**config.mk**
```make
export PLATFORM = sky130hd
export DESIGN_NAME = pop3_command_line_classifier
export DESIGN_NICKNAME = d
export VERILOG_FILES = /design/src/pop3c_pkg.sv /design/src/pop3c_classify.sv /design/src/pop3c_line_tracker.sv /design/src/pop3_command_line_classifier.sv
export SDC_FILE = /design/constraint.sdc
export NUM_CORES = 1
export LEC_CHECK = 0
export ABC_AREA = 1
export BUFFER_PORTS_ARGS = -buffer_cell sky130_fd_sc_hd__buf_2
export CAP_MARGIN = 20
export CORE_UTILIZATION = 25
export DETAILED_ROUTE_END_ITERATION = 12
export SYNTH_ARGS = -nofsm -noshare
export SYNTH_HDL_FRONTEND = slang
export SYNTH_SLANG_ARGS = --single-unit
```
**constraint.sdc**
```tcl
create_clock -name clock -period 1.75 [get_ports clock]
set_input_delay 0.35 -clock clock [delete_from_list [all_inputs] [get_ports clock]]
set_output_delay 0.35 -clock clock [all_outputs]
set_load 0.005 [all_outputs]
```
**src/pop3c_pkg.sv**
```systemverilog
package pop3c_pkg;

   localparam int unsigned BYTE_W = 8;
   localparam int unsigned WORD_CHARS = 4;
   localparam int unsigned WORD_W = BYTE_W * WORD_CHARS;
   localparam int unsigned LEN_W = 3;

   localparam logic [BYTE_W-1:0] CHAR_CR = 8'h0D;
   localparam logic [BYTE_W-1:0] CHAR_LF = 8'h0A;
   localparam logic [BYTE_W-1:0] CHAR_NUL = 8'h00;
   localparam logic [BYTE_W-1:0] WORD_LO = "0";
   localparam logic [BYTE_W-1:0] WORD_HI = "z";
   localparam logic [BYTE_W-1:0] UPPER_LO = "A";
   localparam logic [BYTE_W-1:0] UPPER_HI = "Z";
   localparam logic [BYTE_W-1:0] CASE_BIT = 8'h20;

   typedef enum logic [1:0] {
      CLASS_MULTI  = 2'd0,
      CLASS_SINGLE = 2'd1,
      CLASS_RETR   = 2'd2,
      CLASS_UNKNOWN = 2'd3
   } class_type;

   typedef struct packed {
      logic [WORD_W-1:0] chars;
      logic [LEN_W-1:0]  length;
      logic              too_long;
   } word_type;

   // first character lands in the low byte
   function automatic logic [WORD_W-1:0] pack4(input logic [BYTE_W-1:0] c0,
                                                input logic [BYTE_W-1:0] c1,
                                                input logic [BYTE_W-1:0] c2,
                                                input logic [BYTE_W-1:0] c3);
      pack4 = {c3, c2, c1, c0};
   endfunction

   localparam logic [WORD_W-1:0] WORD_LIST = pack4("l", "i", "s", "t");
   localparam logic [WORD_W-1:0] WORD_UIDL = pack4("u", "i", "d", "l");
   localparam logic [WORD_W-1:0] WORD_TOP  = pack4("t", "o", "p", 8'h00);
   localparam logic [WORD_W-1:0] WORD_USER = pack4("u", "s", "e", "r");
   localparam logic [WORD_W-1:0] WORD_PASS = pack4("p", "a", "s", "s");
   localparam logic [WORD_W-1:0] WORD_STAT = pack4("s", "t", "a", "t");
   localparam logic [WORD_W-1:0] WORD_DELE = pack4("d", "e", "l", "e");
   localparam logic [WORD_W-1:0] WORD_RSET = pack4("r", "s", "e", "t");
   localparam logic [WORD_W-1:0] WORD_QUIT = pack4("q", "u", "i", "t");
   localparam logic [WORD_W-1:0] WORD_RETR = pack4("r", "e", "t", "r");

endpackage

```
**src/pop3c_classify.sv**
```systemverilog
module pop3c_classify (
   input  pop3c_pkg::word_type  word,
   output pop3c_pkg::class_type word_class
);

   always_comb begin
      word_class = pop3c_pkg::CLASS_UNKNOWN;
      if (word.too_long || word.length == 3'd0) begin
         word_class = pop3c_pkg::CLASS_UNKNOWN;
      end else if (word.length == 3'd3) begin
         if (word.chars == pop3c_pkg::WORD_TOP) begin
            word_class = pop3c_pkg::CLASS_MULTI;
         end
      end else if (word.length == 3'd4) begin
         if (word.chars == pop3c_pkg::WORD_LIST || word.chars == pop3c_pkg::WORD_UIDL) begin
            word_class = pop3c_pkg::CLASS_MULTI;
         end else if (word.chars == pop3c_pkg::WORD_USER ||
                      word.chars == pop3c_pkg::WORD_PASS ||
                      word.chars == pop3c_pkg::WORD_STAT ||
                      word.chars == pop3c_pkg::WORD_DELE ||
                      word.chars == pop3c_pkg::WORD_RSET ||
                      word.chars == pop3c_pkg::WORD_QUIT) begin
            word_class = pop3c_pkg::CLASS_SINGLE;
         end else if (word.chars == pop3c_pkg::WORD_RETR) begin
            word_class = pop3c_pkg::CLASS_RETR;
         end
      end
   end

endmodule

```
**src/pop3c_line_tracker.sv**
```systemverilog
module pop3c_line_tracker (
   input  logic                          clock,
   input  logic                          reset,
   input  logic                          step,
   input  logic [pop3c_pkg::BYTE_W-1:0]  byte_in,
   output logic                          line_done,
   output pop3c_pkg::class_type          line_class
);

   typedef enum logic [1:0] {
      PHASE_BEFORE = 2'd0,
      PHASE_INSIDE = 2'd1,
      PHASE_AFTER  = 2'd2
   } phase_type;

   logic                 cr_seen_ff, cr_seen_in;
   phase_type            phase_ff, phase_in;
   pop3c_pkg::word_type  word_ff, word_in;
   pop3c_pkg::class_type word_class;
   logic                 in_range;
   logic                 take_char;
   logic [pop3c_pkg::BYTE_W-1:0] folded;

   pop3c_classify u_classify (
      .word       (word_ff),
      .word_class (word_class)
   );

   assign in_range = (byte_in >= pop3c_pkg::WORD_LO) && (byte_in <= pop3c_pkg::WORD_HI);
   assign folded = (byte_in >= pop3c_pkg::UPPER_LO && byte_in <= pop3c_pkg::UPPER_HI) ?
                   (byte_in | pop3c_pkg::CASE_BIT) : byte_in;
   assign line_done = cr_seen_ff && (byte_in == pop3c_pkg::CHAR_LF);
   assign line_class = line_done ? word_class : pop3c_pkg::class_type'(2'd0);

   always_comb begin
      cr_seen_in = cr_seen_ff;
      phase_in = phase_ff;
      word_in = word_ff;
      take_char = 1'b0;
      if (line_done) begin
         cr_seen_in = 1'b0;
         phase_in = PHASE_BEFORE;
         word_in = '0;
      end else begin
         cr_seen_in = (byte_in == pop3c_pkg::CHAR_CR);
         // NUL bytes never reach the word
         if (byte_in != pop3c_pkg::CHAR_NUL) begin
            unique case (phase_ff)
               PHASE_BEFORE: begin
                  if (in_range) begin
                     phase_in = PHASE_INSIDE;
                     take_char = 1'b1;
                  end
               end
               PHASE_INSIDE: begin
                  if (in_range) begin
                     take_char = 1'b1;
                  end else begin
                     phase_in = PHASE_AFTER;
                  end
               end
               default: begin
               end
            endcase
         end
         if (take_char) begin
            if (word_ff.length < 3'd4) begin
               word_in.chars[{word_ff.length[1:0], 3'b000} +: pop3c_pkg::BYTE_W] = folded;
               word_in.length = word_ff.length + 3'd1;
            end else begin
               word_in.too_long = 1'b1;
            end
         end
      end
   end

   always_ff @(posedge clock) begin
      if (reset) begin
         cr_seen_ff <= 1'b0;
         phase_ff <= PHASE_BEFORE;
         word_ff <= '0;
      end else if (step) begin
         cr_seen_ff <= cr_seen_in;
         phase_ff <= phase_in;
         word_ff <= word_in;
      end
   end

endmodule

```
**src/pop3_command_line_classifier.sv**
```systemverilog
// POP3 client command line classifier.
// Request channel (req_valid/req_ready/req_byte_in) carries one command byte
// per request. Every request yields exactly one response on the rsp_ channel:
// rsp_line_done is high when the byte was the LF of a CR LF pair, and then
// rsp_command_class gives 0 multi-line (list, uidl, top), 1 single-line
// (user, pass, stat, dele, rset, quit), 2 retr or 3 unknown; otherwise the
// class reads 0. The command word is the first run of bytes in '0'..'z',
// folded to lower case; NUL bytes are ignored by the word.
// The byte lands in an input register, is processed against the line state,
// and the response sits in an output register.
// Throughput is one byte per cycle; both registers advance together whenever
// the output register is empty or being drained, so a stalled receiver holds
// the response and backs up at most one more request in the input register.
// Synchronous reset empties both registers and returns the line state to the
// start of a line (no CR seen, empty word).
module pop3_command_line_classifier (
   input  logic                          clock,
   input  logic                          reset,
   input  logic                          req_valid,
   output logic                          req_ready,
   input  logic [pop3c_pkg::BYTE_W-1:0]  req_byte_in,
   output logic                          rsp_valid,
   input  logic                          rsp_ready,
   output logic                          rsp_line_done,
   output logic [1:0]                    rsp_command_class
);

   logic                         in_valid_ff;
   logic [pop3c_pkg::BYTE_W-1:0] in_byte_ff;
   logic                         out_valid_ff;
   logic                         done_ff;
   pop3c_pkg::class_type         class_ff;
   logic                         advance;
   logic                         step;
   logic                         done_in;
   pop3c_pkg::class_type         class_in;

   assign advance = !out_valid_ff || rsp_ready;
   assign step = in_valid_ff && advance;
   assign req_ready = !in_valid_ff || advance;

   pop3c_line_tracker u_tracker (
      .clock      (clock),
      .reset      (reset),
      .step       (step),
      .byte_in    (in_byte_ff),
      .line_done  (done_in),
      .line_class (class_in)
   );

   always_ff @(posedge clock) begin
      if (reset) begin
         in_valid_ff <= 1'b0;
         out_valid_ff <= 1'b0;
      end else begin
         if (req_ready) begin
            in_valid_ff <= req_valid;
         end
         if (advance) begin
            out_valid_ff <= in_valid_ff;
         end
      end
   end

   always_ff @(posedge clock) begin
      if (req_valid && req_ready) begin
         in_byte_ff <= req_byte_in;
      end
      if (step) begin
         done_ff <= done_in;
         class_ff <= class_in;
      end
   end

   assign rsp_valid = out_valid_ff;
   assign rsp_line_done = done_ff;
   assign rsp_command_class = class_ff;

endmodule
```
---- After elaboration in Yosys (flattened, before gate mapping) ----
Cells that the tools add are included.
cells by class
  add/sub/neg operators ................... 2
  multiply operators ...................... 0
  divide/modulo/power cells ............... 0
  $lt $le $gt $ge ......................... 5
  equality and inequality tests ........... 18
  shift operators ......................... 2
  multiplexer cells ....................... 23
  bitwise gates (word level) .............. 0
  reduce and logical (&&, ||, !) cells .... 27
operator list
  operator                                                                              number
  32-bit by 31-bit equality test with 1-bit output (second input constant)              9
  36-bit two-way mux                                                                    2
  35-bit two-way mux                                                                    1
  32-bit bitwise mux                                                                    1
  32-bit by 23-bit equality test with 1-bit output (second input constant)              1
  8-bit by 7-bit variable shift with 32-bit output (first input constant)               1
  8-bit by 7-bit indexed part select with 32-bit output                                 1
  2-bit two-way mux                                                                     10
  8-bit by 4-bit equality test with 1-bit output (second input constant)                2
  8-bit by 7-bit less-or-equal comparator with 1-bit output (second input constant)     2
  1-bit logical OR                                                                      9
  8-bit by 6-bit greater-or-equal comparator with 1-bit output (second input constant)  1
  8-bit by 7-bit greater-or-equal comparator with 1-bit output (second input constant)  1
  8-bit nonzero test                                                                    1
  1-bit two-way mux                                                                     7
  5-bit negator with 7-bit output                                                       1
  6-bit two-way mux                                                                     1
  3-bit AND reduction                                                                   2
  2-bit nonzero test                                                                    3
  1-bit logical AND                                                                     5
  5-bit AND reduction                                                                   1
  2-bit one-hot mux with 2 select lines                                                 1
  3-bit by 1-bit adder with 3-bit output (second input constant)                        1
  3-bit by 2-bit equality test with 1-bit output (second input constant)                1
  other kinds (11)                                                                      12
word-level totals
  flip-flop bits (word level) ............. 52
  bits in latches ......................... 0
  bits in writable memories ............... 0
  memory bits (read-only) ................. 0
  input bits .............................. 12
  output and inout port bits .............. 5
  word-level logic and storage cells ...... 87
  memories ................................ 0

---- Depth between registers and ports, before layout ----
Gate-level depths: netlist of the first run.
  depth in word-level cells ............... 11
  gate-level depth with buffers ........... 12

---- By module ----
A second synthesis of the first run with hierarchy kept.
unflattened totals
  cells, all modules ...................... 516
  area total of the unflattened synthesis .. 3,357.0 um^2
modules (own cells, without submodules)
  module                        times used  cells an instance  area an instance (um^2)
  pop3c_line_tracker            1           329                2,195.9
  pop3c_classify                1           164                739.5
  pop3_command_line_classifier  1           23                 421.7

---- Worst setup path before layout of the first run ----
No wires, ideal clock.
  path kind ............................... register to register
  from .................................... register u_tracker.word_ff[1] (netlist bit)
  to ...................................... register u_tracker.word_ff[8] (netlist bit)
  arrival time ............................ 1.856 ns
  slack ................................... -0.176 ns
  cell stages (with the launch flop) ...... 11
  buffers on the path ..................... 2
  clock period less this slack ............ 1.926 ns
  cell sequence ........................... dfxtp_1 > clkbuf_1 > inv_1 > ha_1 > buf_2 > clkinv_1 > nor3_1 > nand3_1 > nor2_1 > nand2_1 > a21oi_1
between the ends
  longest elaborated chain between the ends .. 6
ends and longest elaborated chain
  item                                                                                                                       RTL line                  text
  from (decl)                                                                                                                pop3c_line_tracker.sv:18  pop3c_pkg::word_type word_ff, word_in;
  from (signal assigned)                                                                                                     pop3c_line_tracker.sv:85  word_ff <= word_in;
  5-bit negator with 7-bit output                                                                                            pop3c_line_tracker.sv:68  word_in.chars[{word_ff.length[1:0], 3'b000} +: pop3c_pkg::BYTE_W] = folded;
  8-bit by 7-bit indexed part select with 32-bit output or 8-bit by 7-bit variable shift with 32-bit output (tied branches)  pop3c_line_tracker.sv:68
  32-bit bitwise mux                                                                                                         pop3c_line_tracker.sv:68
  35-bit two-way mux                                                                                                         pop3c_line_tracker.sv:67  if (word_ff.length < 3'd4) begin
  36-bit two-way mux                                                                                                         pop3c_line_tracker.sv:66  if (take_char) begin
  36-bit two-way mux                                                                                                         pop3c_line_tracker.sv:40  if (line_done) begin
Parallel ways exist; a longest one is shown, timed or not. The select of a mux whose other input is x is not followed.
A chain may end at the register's enable or synchronous reset.

---- Worst setup path after layout of the first run ----
  from .................................... register in_byte_ff[7] (netlist bit)
  to ...................................... register u_tracker.word_ff[22] (netlist bit)
between the ends
  longest elaborated chain between the ends .. 8
ends and longest elaborated chain
  item                                                                                        RTL line                                                                      text
  from (decl)                                                                                 pop3_command_line_classifier.sv:29                                            logic [pop3c_pkg::BYTE_W-1:0] in_byte_ff;
  from (signal assigned)                                                                      pop3_command_line_classifier.sv:67                                            in_byte_ff <= req_byte_in;
  8-bit by 7-bit greater-or-equal comparator with 1-bit output (tied with other cells)        pop3c_line_tracker.sv:30                                                      assign folded = (byte_in >= pop3c_pkg::UPPER_LO && byte_in <= pop3c_pkg::UPPER_HI) ?
  1-bit logical AND (on tied branches)                                                        pop3c_line_tracker.sv:30, pop3c_line_tracker.sv:29
  6-bit two-way mux or 1-bit two-way mux (tied branches)                                      pop3c_line_tracker.sv:30, pop3c_line_tracker.sv:50, pop3c_line_tracker.sv:56
  8-bit by 7-bit indexed part select with 32-bit output or 1-bit two-way mux (tied branches)  n/a
  32-bit bitwise mux or 1-bit two-way mux (tied branches)                                     pop3c_line_tracker.sv:68, pop3c_line_tracker.sv:47
  35-bit two-way mux or 1-bit two-way mux (tied branches)                                     pop3c_line_tracker.sv:67, pop3c_line_tracker.sv:40
  36-bit two-way mux or 2-bit nonzero test (tied branches)                                    n/a
  36-bit two-way mux or 3-bit AND reduction (tied branches)                                   n/a
Parallel ways exist; a longest one is shown, timed or not. The select of a mux whose other input is x is not followed.

==> Implementation_results.wiki, run 1 <==
{| class="wikitable"
! Metric !! Value
|-
| Filler Cell Count || 1238
|-
| Area fraction in compound gates after synthesis || 0.08211
|-
| Kind of capture point of the worst setup path || flop
|-
| CTS Root Cell || sky130_fd_sc_hd__clkbuf_16
|-
| Net count of the mapped netlist || 483
|-
| Post-synthesis to final-layout area growth || 28.92%
|-
| Simple logic cell fraction of the synthesized area || 0.4171
|-
| Overall routing resource usage || 0.1295
|-
| Post-synth design cell area || 3063 µm²
|-
| Number of hold violations in the final report || 0
|-
| RSZ-0062 raised after global routing || true
|-
| Ranking of synthesized cells by area || sky130_fd_sc_hd__dfxtp_1 (27%), sky130_fd_sc_hd__nand2_1 (15%), sky130_fd_sc_hd__nor2_1 (12%)
|-
| Synthesized area per cell || 6.601 µm²
|-
| Clk_lat worst skew || 0.29 ns
|-
| Post-layout util || 0.3301
|-
| Antenna violations before repair || 0
|-
| Worst Setup Path Type || reg2reg
|-
| Portion of synthesized cell area occupied by the leading cell type || 0.2680
|-
| Post-layout nets || 536
|-
| Transition at the pin with the smallest max-transition slack || 0.3570 ns
|-
| Dominant register cell in the synthesized netlist || sky130_fd_sc_hd__dfxtp_1
|-
| Minimum setup slack among reg-to-reg paths || -0.06 ns
|-
| IO Count || 17
|-
| Hold Path End || in_byte_ff[5]
|-
| Summed negative setup slack over all endpoints || -0.5454 ns
|-
| Crit Path Max Fanout || 7
|-
| Detailed placement HPWL || 6119 µm
|-
| Via Count || 3119
|-
| Leakage power || 0.001603 µW
|-
| Worst slew margin || 0.7620
|-
| Placement Rows || 40
|-
| Starting Density || 0.2561
|-
| Y dimension of the die || 112.7 µm
|-
| Seq/Total Area, Yosys || 0.3758
|-
| Worst Setup Slack post-DPL || -0.02049 ns
|-
| Library cell occupying the most area in the post-synthesis netlist || sky130_fd_sc_hd__dfxtp_1
|-
| Via count of the first global-routing pass || 2905
|-
| Maximum resistive drop on vdd || 0.0005088 V
|-
| Remaining antenna violation count after routing || 0
|-
| Final Skew || 0.005727 ns
|-
| Post-synth ARST share || 0
|-
| Register-to-Register Path Depth || 11
|-
| Origin of the critical flop-to-flop path || in_byte_ff[7]
|-
| Synth Register Bits || 52
|-
| Max-cap violations || 0
|-
| Number of warnings issued by yosys || 0
|-
| GR Overflow Total || 0
|-
| Xor-xnor portion of the synthesized cell area || 0
|-
| Width of the chip || 112.7 µm
|-
| CTS buffer count || 5
|-
| Number of synthesized flops with an enable pin || 11
|-
| Cell count after synthesis || 464
|-
| Clock sink count || 52
|-
| Buffers from clock root to sink, at most || 2
|-
| Worst hold path class || in2reg
|-
| Status || complete, but fails checks
|-
| Post-Synth Adder-Cell Area || 0.02859
|-
| Max stage delay cell, worst path || sky130_fd_sc_hd__edfxtp_1
|-
| Hold Path Cell Cnt || 1
|-
| Drt via density || 4.690
|-
| Htree depth || 2
|-
| Total power density per cell area || 698.6 nW/µm²
|-
| Fraction of synthesized area in multiplexers || 0
|-
| Largest delay contributor family on the critical path || simple AND/OR/NAND/NOR gates
|-
| Number of remaining DRC errors || 0
|-
| Tcrit/Tclk final || 1.033
|-
| Final setup violation count || 22
|-
| Data arrival at the endpoint of the critical path || 1.98 ns
|-
| Slack of the critical path || -0.05741 ns
|-
| Iteration-0 DRC Markers || 181
|-
| Count of cell types in the netlist || 33
|-
| Floorplan Core Area || 11960 µm²
|-
| Count of inserted antenna diode cells || 0
|-
| Final critical path time including I/O delays and setup || 1.807 ns
|-
| Worst Path Buf+Inv || 3
|-
| Clock tree from TritonCTS || yes
|-
| Most frequently used cell type in the post-synthesis netlist || sky130_fd_sc_hd__nand2_1
|-
| Crit path cell chain || nor2_4 -> nand3_4 -> nor3_4 -> inv_2 -> nand2_2 -> nand2_2 -> clkinv_4 -> buf_12 -> nand3_4 -> o21ai_1 -> nor2_1
|-
| Combined area of the multi-input logic cells || 1810 µm²
|-
| Startpoint type of the worst setup path || flop
|-
| Number of buffers inserted by port buffering || 16
|-
| Most frequent cells after synthesis || sky130_fd_sc_hd__nand2_1 (120), sky130_fd_sc_hd__nor2_1 (97), sky130_fd_sc_hd__inv_1 (58), sky130_fd_sc_hd__dfxtp_1 (41), sky130_fd_sc_hd__nand3_1 (27)
|-
| FF-to-FF End || u_tracker.word_ff[22]
|-
| Share of layout cells above drive strength 1 || 0.2413
|-
| Hold buffer count at CTS || 0
|-
| Data required time of the critical path || 1.92 ns
|-
| Pre-Repair DR Iteration Count || 5
|-
| Combinational family with the most area after synthesis || simple AND/OR/NAND/NOR gates
|-
| Maximum number of pins on one net before global-route repair || 32
|-
| Max-slew violations || 0
|-
| Average wire per standard cell || 12.42 µm
|-
| Total wire length || 8256 µm
|-
| Violated checks || negative setup slack
|-
| Largest stage delay on the critical path || 0.45 ns
|-
| Fmax achieved || 0.5533 GHz
|-
| Die Footprint || 12700 µm²
|-
| Hold path start || req_byte_in[5]
|-
| Reg area || 1151 µm²
|-
| CTS clock-pin slew for the worst setup and hold paths || 0.07 ns
|-
| Routability congestion estimate || 0.8540
|-
| Global-route wire length before repair || 13190 µm
|}
-- worst max-delay path by stage --
stage                   from               endpoint  slack, ns  cells past startpoint
2_1_floorplan  in_byte_ff[0]  u_tracker.word_ff[28]      -0.02                     11
6_report       in_byte_ff[7]  u_tracker.word_ff[22]      -0.06                     11
5_1_grt        in_byte_ff[7]   u_tracker.word_ff[7]      -0.17                     11
4_1_cts        in_byte_ff[1]  u_tracker.word_ff[18]     -0.005                      9
3_3_place_gp   in_byte_ff[4]  u_tracker.word_ff[34]      0.009                      8
3_5_place_dp   in_byte_ff[4]  u_tracker.word_ff[33]      -0.02                      8
-- flip-flops by register name, indices dropped and copies added (netlist names) --
register / cells
u_tracker.word_ff: 36
in_byte_ff: 8
rsp_command_class: 2
u_tracker.phase_ff: 2
in_valid_ff: 1
rsp_line_done: 1
rsp_valid: 1
u_tracker.cr_seen_ff: 1
-- final cells by class --
type	instances	area share
multi-input combinational	343	0.4585
sequential	52	0.2915
timing repair buffer	53	0.09791
inverter	62	0.06179
tap	147	0.04658
clock buffer	6	0.03517
clock inverter	2	0.008555
-- cells in the final DEF, fill, tap and decap left out, types with 3 or more instances in the layout --
master / synthesis / routed
sky130_fd_sc_hd__buf_4: 0 / 34
sky130_fd_sc_hd__nand2_2: 5 / 15
sky130_fd_sc_hd__nand2_1: 120 / 110
sky130_fd_sc_hd__a21oi_2: 0 / 5
sky130_fd_sc_hd__nand3_1: 27 / 23
sky130_fd_sc_hd__nand3_4: 4 / 8
sky130_fd_sc_hd__inv_2: 2 / 6
sky130_fd_sc_hd__o21ai_2: 2 / 5
sky130_fd_sc_hd__nor2_2: 2 / 7
sky130_fd_sc_hd__nor2_4: 1 / 3
sky130_fd_sc_hd__nand4_1: 8 / 8
sky130_fd_sc_hd__buf_2: 1 / 16
sky130_fd_sc_hd__nand3_2: 1 / 3
sky130_fd_sc_hd__edfxtp_1: 11 / 11
sky130_fd_sc_hd__ha_1: 7 / 7
sky130_fd_sc_hd__nor3_2: 0 / 3
sky130_fd_sc_hd__nor2_1: 97 / 90
sky130_fd_sc_hd__a21oi_1: 19 / 14
sky130_fd_sc_hd__dfxtp_1: 41 / 41
sky130_fd_sc_hd__inv_1: 58 / 53
sky130_fd_sc_hd__nor3_1: 13 / 10
sky130_fd_sc_hd__clkbuf_16: 0 / 5
sky130_fd_sc_hd__o21ai_1: 16 / 17
-- through the flow --
stage               power (µW)  cells  hold slack (ns)  area [µm²]
floorplan                 1473    464           0.4168        3074
global placement          1567    644           0.4308        3475
detailed placement        1571    644           0.4295        3475
CTS                       2718    657           0.2266        3705
global route              2862    665           0.2217        3949
finish                    2759    665           0.2287        3949
-- cell families (layout without fill, tap and decap cells) --
family,after synthesis,after routing
flip-flops,52,52
buffers and inverters,71,123
adder cells (fa/ha/maj),7,7
AO/OA/AOI/OAI,47,47
AND/OR/NAND/NOR,287,289
-- routing by layer --
| metal | GRT usage | part of all wire | up-vias |
|---|---|---|---|
| met1 | 0.1693 | 0.45 | 1434 |
| met2 | 0.2136 | 0.48 | 88 |
| met5 | 0 | 0 | - |
| li1 | - | - | 1586 |
| met4 | 0.05244 | 0.022 | 0 |
| met3 | 0.01944 | 0.045 | 11 |
-- report_power, final --
group | internal, µW | switching [µW] | leakage, µW
logic | 121 | 211 | 0.00108
registers | 1250 | 21.4 | 0.000439
clock network | 710 | 443 | 0.0000845
total | 2080 | 675 | 0.00160
-- what timing repair did --
action	CTS	global route
endpoints found under the setup margin	21	39
gates cloned	0	2
pin swaps	2	13
gates resized for setup	6	44
buffers inserted	5	6
(Power assumes the default switching activity.)
==> run 2: changes to the inputs <==
--- a/config.mk
+++ b/config.mk
@@ -10,6 +10,7 @@
 export CAP_MARGIN = 20
 export CORE_UTILIZATION = 25
 export DETAILED_ROUTE_END_ITERATION = 12
+export GPL_ROUTABILITY_DRIVEN = 0
 export SYNTH_ARGS = -nofsm -noshare
 export SYNTH_HDL_FRONTEND = slang
 export SYNTH_SLANG_ARGS = --single-unit
==> constraint.sdc (replaced) <==
create_clock -name clock -period 2.3 [get_ports clock]
set_input_delay 0.46 -clock clock [delete_from_list [all_inputs] [get_ports clock]]
set_output_delay 0.46 -clock clock [all_outputs]
set_load 0.005 [all_outputs]
==> run 2 against run 1 <==
- count of clock-buffer cells in the layout is 1 higher
- the flow now finishes without violations
- clock skew increased by 0.0047 ns
- cell area shrank 13%
- critical path type unchanged
- register-to-register slack improved by 0.32 ns
- critical endpoint is now u_tracker.word_ff[32]
- non-clock buffer count down 33
- wire length down 9.5%
- largest cell class unchanged
==> Implementation_results.wiki, run 2 (synthesis gave the netlist of run 1 again) <==
{| class="wikitable"
! Metric !! Value
|-
| Htree depth || 2
|-
| Via count of the first global-routing pass || 2745
|-
| CTS Root Cell || sky130_fd_sc_hd__clkbuf_16
|-
| Worst Setup Slack post-DPL || 0.2766 ns
|-
| Crit Path Max Fanout || 15
|-
| Average wire per standard cell || 11.86 µm
|-
| Data required time of the critical path || 2.47 ns
|-
| Origin of the critical flop-to-flop path || in_byte_ff[4]
|-
| Top flop regs || u_tracker.word_ff (36), in_byte_ff (8)
|-
| Final Skew || 0.01042 ns
|-
| Tcrit/Tclk final || 0.8872
|-
| Sequential share of power || 0.514
|-
| Hold buffer count at CTS || 0
|-
| Hold Path Cell Cnt || 1
|-
| Startpoint type of the worst setup path || flop
|-
| Worst Setup Path Type || reg2reg
|-
| Transition at the pin with the smallest max-transition slack || 0.4365 ns
|-
| Max-slew violations || 0
|-
| IO Count || 17
|-
| Y dimension of the die || 112.7 µm
|-
| Share of layout cells above drive strength 1 || 0.1014
|-
| GR Overflow Total || 0
|-
| RSZ-0062 raised after global routing || false
|-
| Leakage power || 0.001397 µW
|-
| Net switching power of the design || 479.6 µW
|-
| Total power density per cell area || 550.3 nW/µm²
|-
| Final setup violation count || 0
|-
| Total wire length || 7473 µm
|-
| Post-layout nets || 501
|-
| Maximum resistive drop on vdd || 0.0002803 V
|-
| FF-to-FF End || u_tracker.word_ff[32]
|-
| Cell internal pwr || 1411 µW
|-
| Register with the most flip-flops || u_tracker.word_ff
|-
| Minimum setup slack among reg-to-reg paths || 0.26 ns
|-
| Pre-Repair DR Iteration Count || 4
|-
| Detailed placement HPWL || 5957 µm
|-
| Width of the chip || 112.7 µm
|-
| Status || finished, final reports clean
|-
| Antenna violations before repair || 0
|-
| Register-to-Register Path Depth || 10
|-
| Drt via density || 4.478
|-
| Data arrival at the endpoint of the critical path || 2.21 ns
|-
| Most frequent standard cell in the layout excluding fill and tap cells || sky130_fd_sc_hd__nand2_1
|-
| CTS clock-pin slew for the worst setup and hold paths || 0.07 ns
|-
| Remaining antenna violation count after routing || 0
|-
| Clk_lat worst skew || 0.29 ns
|-
| Post-CTS setup buffers || 0
|-
| Floorplan Core Area || 11960 µm²
|-
| Worst slew margin || 0.7079
|-
| Number of buffers inserted by port buffering || 16
|-
| Number of remaining DRC errors || 0
|-
| Max-cap violations || 0
|-
| Overall routing resource usage || 0.1250
|-
| Fmax achieved || 0.4901 GHz
|-
| Placement Rows || 40
|-
| Switching share of power || 0.2537
|-
| Hold path start || req_byte_in[5]
|-
| Post-Place Cells || 622
|-
| Worst hold path class || in2reg
|-
| Number of hold violations in the final report || 0
|-
| Summed negative setup slack over all endpoints || 0 ns
|-
| Count of placed standard cells in the final layout, fillers left out || 630
|-
| Hold Path End || in_byte_ff[5]
|-
| Post-CTS Resized || 0
|-
| Via Count || 2821
|-
| Buffers from clock root to sink, at most || 2
|-
| Clock tree from TritonCTS || yes
|-
| Max FFs per register || 36
|-
| Kind of capture point of the worst setup path || flop
|-
| Post-synthesis to final-layout area growth || 12.17%
|-
| Slack of the critical path || 0.2594 ns
|-
| Post-layout util || 0.2872
|-
| Count of inserted antenna diode cells || 0
|-
| CTS buffer count || 5
|-
| Iteration-0 DRC Markers || 233
|-
| Maximum number of pins on one net before global-route repair || 32
|-
| Top library cells by usage in the layout, fill and taps aside || sky130_fd_sc_hd__nand2_1 (120), sky130_fd_sc_hd__nor2_1 (97), sky130_fd_sc_hd__inv_1 (58)
|-
| Proportion of power drawn by the clock network || 0.388
|-
| Global-route wire length before repair || 12690 µm
|-
| Final critical path time including I/O delays and setup || 2.041 ns
|-
| Clock sink count || 52
|-
| Part of the total power dissipated in combinational logic || 0.098
|-
| Starting Density || 0.2561
|-
| Die Footprint || 12700 µm²
|}
run 2: cell count changes in the layout (fill, tap and decap cells not counted), sizes merged:
cell	delta
nand3	-2
clkbuf	+1
bufinv	-1
buf	-33
run 2: critical path: stages (launching register included):
cell and delay [ns]:
sky130_fd_sc_hd__edfxtp_1 0.44, sky130_fd_sc_hd__inv_1 0.17, sky130_fd_sc_hd__nand3_2 0.14, sky130_fd_sc_hd__nor3_4 0.36, sky130_fd_sc_hd__inv_2 0.11, sky130_fd_sc_hd__nand2_2 0.08, sky130_fd_sc_hd__nand2_2 0.06, sky130_fd_sc_hd__clkinv_4 0.11
sky130_fd_sc_hd__nand3_4 0.19, sky130_fd_sc_hd__o21ai_1 0.19, sky130_fd_sc_hd__nor2_1 0.05
run 2: metrics by stage:
stage | power, µW | hold WS [ns] | cell area, µm²
floorplan | 1118 | 0.4168 | 3063
global route | 1965 | 0.3270 | 3436
global placement | 1176 | 0.4273 | 3299
detailed placement | 1178 | 0.4336 | 3299
CTS | 1899 | 0.3334 | 3436
finish | 1891 | 0.3363 | 3436
run 2: layout make-up:
| cell class | count | area (µm²) |
|---|---|---|
| Fill cell | 1268 | 8526 |
| Clock inverter | 1 | 3.754 |
| Sequential cell | 52 | 1151 |
| Timing Repair Buffer | 20 | 110.1 |
| Multi-Input combinational cell | 341 | 1617 |
| Clock buffer | 7 | 132.6 |
| Inverter | 62 | 237.7 |
| Tap cell | 147 | 183.9 |
run 2: metal layers:
layer,share of wire,GRT usage,up-vias
li1,-,-,1500
met1,0.49,0.1665,1255
met2,0.45,0.2053,57
met3,0.045,0.02322,9
met4,0.012,0.03644,0
met5,0,0,-
run 2: worst max-delay path by stage:
stage                               startpoint               endpoint  slack, ns  cells past startpoint
after floorplan           u_tracker.word_ff[1]   u_tracker.word_ff[8]       0.37                     10
after global placement           in_byte_ff[7]  u_tracker.word_ff[33]       0.36                     10
after detailed placement         in_byte_ff[4]  u_tracker.word_ff[32]       0.28                     10
after CTS                        in_byte_ff[4]  u_tracker.word_ff[32]       0.26                     10
after global routing             in_byte_ff[2]  u_tracker.word_ff[29]       0.06                     10
final                            in_byte_ff[4]  u_tracker.word_ff[32]       0.26                     10
run 2: power by group through the flow:
| stage | registers, µW | clock network (µW) | logic (µW) |
|---|---|---|---|
| floorplan | 988 | 0 | 129 |
| CTS | 972 | 741 | 186 |
| finish | 972 | 733 | 186 |
| global route | 974 | 780 | 210 |
| detailed placement | 993 | 0 | 185 |
| global placement | 991 | 0 | 185 |
==> run 3: changes to the inputs <==
--- a/config.mk
+++ b/config.mk
@@ -5,10 +5,10 @@
 export SDC_FILE = /design/constraint.sdc
 export NUM_CORES = 1
 export LEC_CHECK = 0
-export ABC_AREA = 1
+export ABC_AREA = 0
 export BUFFER_PORTS_ARGS = -buffer_cell sky130_fd_sc_hd__buf_2
 export CAP_MARGIN = 20
-export CORE_UTILIZATION = 25
+export CORE_UTILIZATION = 40
 export DETAILED_ROUTE_END_ITERATION = 12
 export GPL_ROUTABILITY_DRIVEN = 0
 export SYNTH_ARGS = -nofsm -noshare
==> run 3 against run 2 <==
- die area shrank 44%
- cell count is 36% lower
- global-route usage grew 6.8 points
- worst setup slack worse by 0.13 ns
- synthesized area shrank 12%
- worst hold slack got worse by 0.0042 ns
- clock power is 28% lower
- critical endpoint is now rsp_command_class[1]
- non-clock buffer count rose by 20
- cell area down 10%
- clock skew shrank 0.0029 ns
==> Implementation_results.wiki, run 3 <==
{| class="wikitable"
! Metric !! Value
|-
| GR Overflow Total || 0
|-
| Antenna violations before repair || 0
|-
| Global-route wire length before repair || 10870 µm
|-
| Cell count after synthesis || 292
|-
| Switching share of power || 0.2265
|-
| Crit path cell chain || nand3b_1 -> or4_1 -> or4_1 -> o21ai_2 -> nand4b_1 -> a31o_1
|-
| IO Count || 17
|-
| Iteration-0 DRC Markers || 131
|-
| RSZ-0062 raised after global routing || false
|-
| Buffers from clock root to sink, at most || 2
|-
| Htree depth || 2
|-
| Sequential share of power || 0.598
|-
| Largest delay contributor family on the critical path || simple AND/OR/NAND/NOR gates
|-
| Dominant register cell in the synthesized netlist || sky130_fd_sc_hd__dfxtp_1
|-
| Largest stage delay on the critical path || 0.50 ns
|-
| Share of layout cells above drive strength 1 || 0.2117
|-
| Summed negative setup slack over all endpoints || 0 ns
|-
| Ranking of synthesized cells by area || sky130_fd_sc_hd__dfxtp_1 (30%), sky130_fd_sc_hd__edfxtp_1 (12%), sky130_fd_sc_hd__nand3_1 (5.0%)
|-
| Clk_lat worst skew || 0.30 ns
|-
| Width of the chip || 84.20 µm
|-
| Kind of capture point of the worst setup path || flop
|-
| Final critical path time including I/O delays and setup || 2.169 ns
|-
| Status || finished, final reports clean
|-
| Maximum resistive drop on vdd || 0.0002866 V
|-
| Data required time of the critical path || 2.36 ns
|-
| Top flop regs || u_tracker.word_ff (36), in_byte_ff (8)
|-
| Final Skew || 0.007561 ns
|-
| Post-synth design cell area || 2703 µm²
|-
| Crit Path Max Fanout || 3
|-
| Average wire per standard cell || 15.77 µm
|-
| Floorplan Core Area || 6422 µm²
|-
| Net count of the mapped netlist || 311
|-
| Total wire length || 6357 µm
|-
| Overall routing resource usage || 0.1929
|-
| Post-layout util || 0.4794
|-
| Register with the most flip-flops || u_tracker.word_ff
|-
| Top library cells by usage in the layout, fill and taps aside || sky130_fd_sc_hd__dfxtp_1 (41), sky130_fd_sc_hd__nand3_1 (27), sky130_fd_sc_hd__buf_4 (24)
|-
| Post-synth ARST share || 0
|-
| Design Area, Final || 3079 µm²
|-
| Worst Path Buf+Inv || 0
|-
| Most frequent standard cell in the layout excluding fill and tap cells || sky130_fd_sc_hd__dfxtp_1
|-
| Total power density per cell area || 522.5 nW/µm²
|-
| Y dimension of the die || 84.20 µm
|-
| Seq/Total Area, Yosys || 0.4259
|-
| Number of remaining DRC errors || 0
|-
| Cell area after placement || 2957 µm²
|-
| Smallest hold slack || 0.3321 ns
|-
| CTS clock-pin slew for the worst setup and hold paths || 0.09 ns
|-
| Startpoint type of the worst setup path || flop
|-
| Tcrit/Tclk final || 0.9428
|-
| Drt via density || 5.739
|-
| Most frequently used cell type in the post-synthesis netlist || sky130_fd_sc_hd__dfxtp_1
|-
| Count of inserted antenna diode cells || 0
|-
| Clock sink count || 52
|-
| Library cell occupying the most area in the post-synthesis netlist || sky130_fd_sc_hd__dfxtp_1
|-
| Clock tree from TritonCTS || yes
|-
| Max stage delay cell, worst path || sky130_fd_sc_hd__or4_1
|-
| Number of buffers inserted by port buffering || 16
|-
| Worst hold path class || in2reg
|-
| Number of synthesized flops with an enable pin || 11
|-
| Part of the total power dissipated in combinational logic || 0.076
|-
| Worst Setup Path Type || reg2reg
|-
| Maximum number of pins on one net before global-route repair || 27
|-
| Most frequent CP cell || sky130_fd_sc_hd__or4_1
|-
| Post-layout nets || 344
|-
| Leakage power || 0.001075 µW
|-
| Filler Cell Count || 595
|-
| Number of warnings issued by yosys || 0
|-
| CTS buffer count || 5
|-
| Fmax achieved || 0.4611 GHz
|-
| CTS Root Cell || sky130_fd_sc_hd__clkbuf_8
|-
| Number of hold violations in the final report || 0
|-
| Count of cell types in the netlist || 53
|-
| Pre-Repair DR Iteration Count || 5
|-
| Max-cap violations || 0
|-
| Transition at the pin with the smallest max-transition slack || 0.6390 ns
|-
| Placement Rows || 29
|-
| Final setup violation count || 0
|-
| Starting Density || 0.4208
|-
| Synth Register Bits || 52
|-
| Detailed placement HPWL || 4822 µm
|-
| Via count of the first global-routing pass || 2237
|-
| Via Count || 2313
|-
| Count of placed standard cells in the final layout, fillers left out || 403
|-
| Most frequent cells after synthesis || sky130_fd_sc_hd__dfxtp_1 (41), sky130_fd_sc_hd__nand3_1 (27), sky130_fd_sc_hd__a21oi_1 (24), sky130_fd_sc_hd__nand2_1 (22), sky130_fd_sc_hd__nor2_1 (19)
|-
| Max-slew violations || 0
|-
| Remaining antenna violation count after routing || 0
|-
| Worst slew margin || 0.5705
|-
| Max FFs per register || 36
|-
| Cell internal pwr || 1244 µW
|-
| Net switching power of the design || 364.4 µW
|-
| Post-Place Cells || 393
|-
| Portion of synthesized cell area occupied by the leading cell type || 0.3037
|-
| Data arrival at the endpoint of the critical path || 2.23 ns
|-
| Post-synthesis to final-layout area growth || 13.94%
|-
| Synthesized area per cell || 9.255 µm²
|-
| Proportion of power drawn by the clock network || 0.326
|-
| Die Footprint || 7089 µm²
|}
-- run 3: kinds of logic after synthesis --
group,count (synthesis),share of synthesized area
simple gates,153,0.3486
fa+ha+maj,7,0.03241
buf+inv,20,0.04074
flops,52,0.4259
compound gates,60,0.1523
-- run 3: path summary, 6_finish.rpt --
path	endpoint	slack [ns]	startpoint	cells past startpoint
hold / removal	in_byte_ff[5]	0.33	req_byte_in[5]	1
hold reg to reg	u_tracker.word_ff[11]	0.46	u_tracker.word_ff[11]	1
setup / recovery	rsp_command_class[1]	0.13	u_tracker.word_ff[11]	6
setup reg to reg	rsp_command_class[1]	0.13	u_tracker.word_ff[11]	6
-- run 3: layer usage --
metal  share of wire  global-route usage  wire length (µm)  up-vias
met5               0                   0                 0        -
met4          0.0083             0.05486                53        0
met3           0.051             0.03835               324        6
met2            0.48              0.3308              3069       64
met1            0.46              0.2469              2910     1096
li1                -                   -                 -     1147
-- run 3: stage by stage --
step                      setup slack, ns  total power, µW
after floorplan                    0.2396             1058
after global routing             0.005384             1686
after CTS                         0.02244             1633
after detailed placement          0.02459             1104
final                              0.1314             1609
after global placement            0.08559             1104
-- run 3: final cells by class --
class                      instances  area [µm²]  area share
multi-input combinational        220        1459      0.4738
sequential                        52        1151      0.3738
timing repair buffer              40       260.3     0.08452
tap                               77       96.34     0.03129
clock buffer                       8       90.09     0.02926
inverter                           6       22.52    0.007314
-- run 3: power by group through the flow --
stage               combinational (µW)  clock (µW)  sequential (µW)
floorplan                         74.9           0              983
finish                             121         525              963
detailed placement                 120           0              984
global route                       132         588              965
global placement                   120           0              983
CTS                                121         549              963
-- run 3: timing repair --
action,CTS,global route
hold buffers,0,0
gates resized for setup,0,3
endpoints found under the setup margin,0,19
buffers inserted,0,2
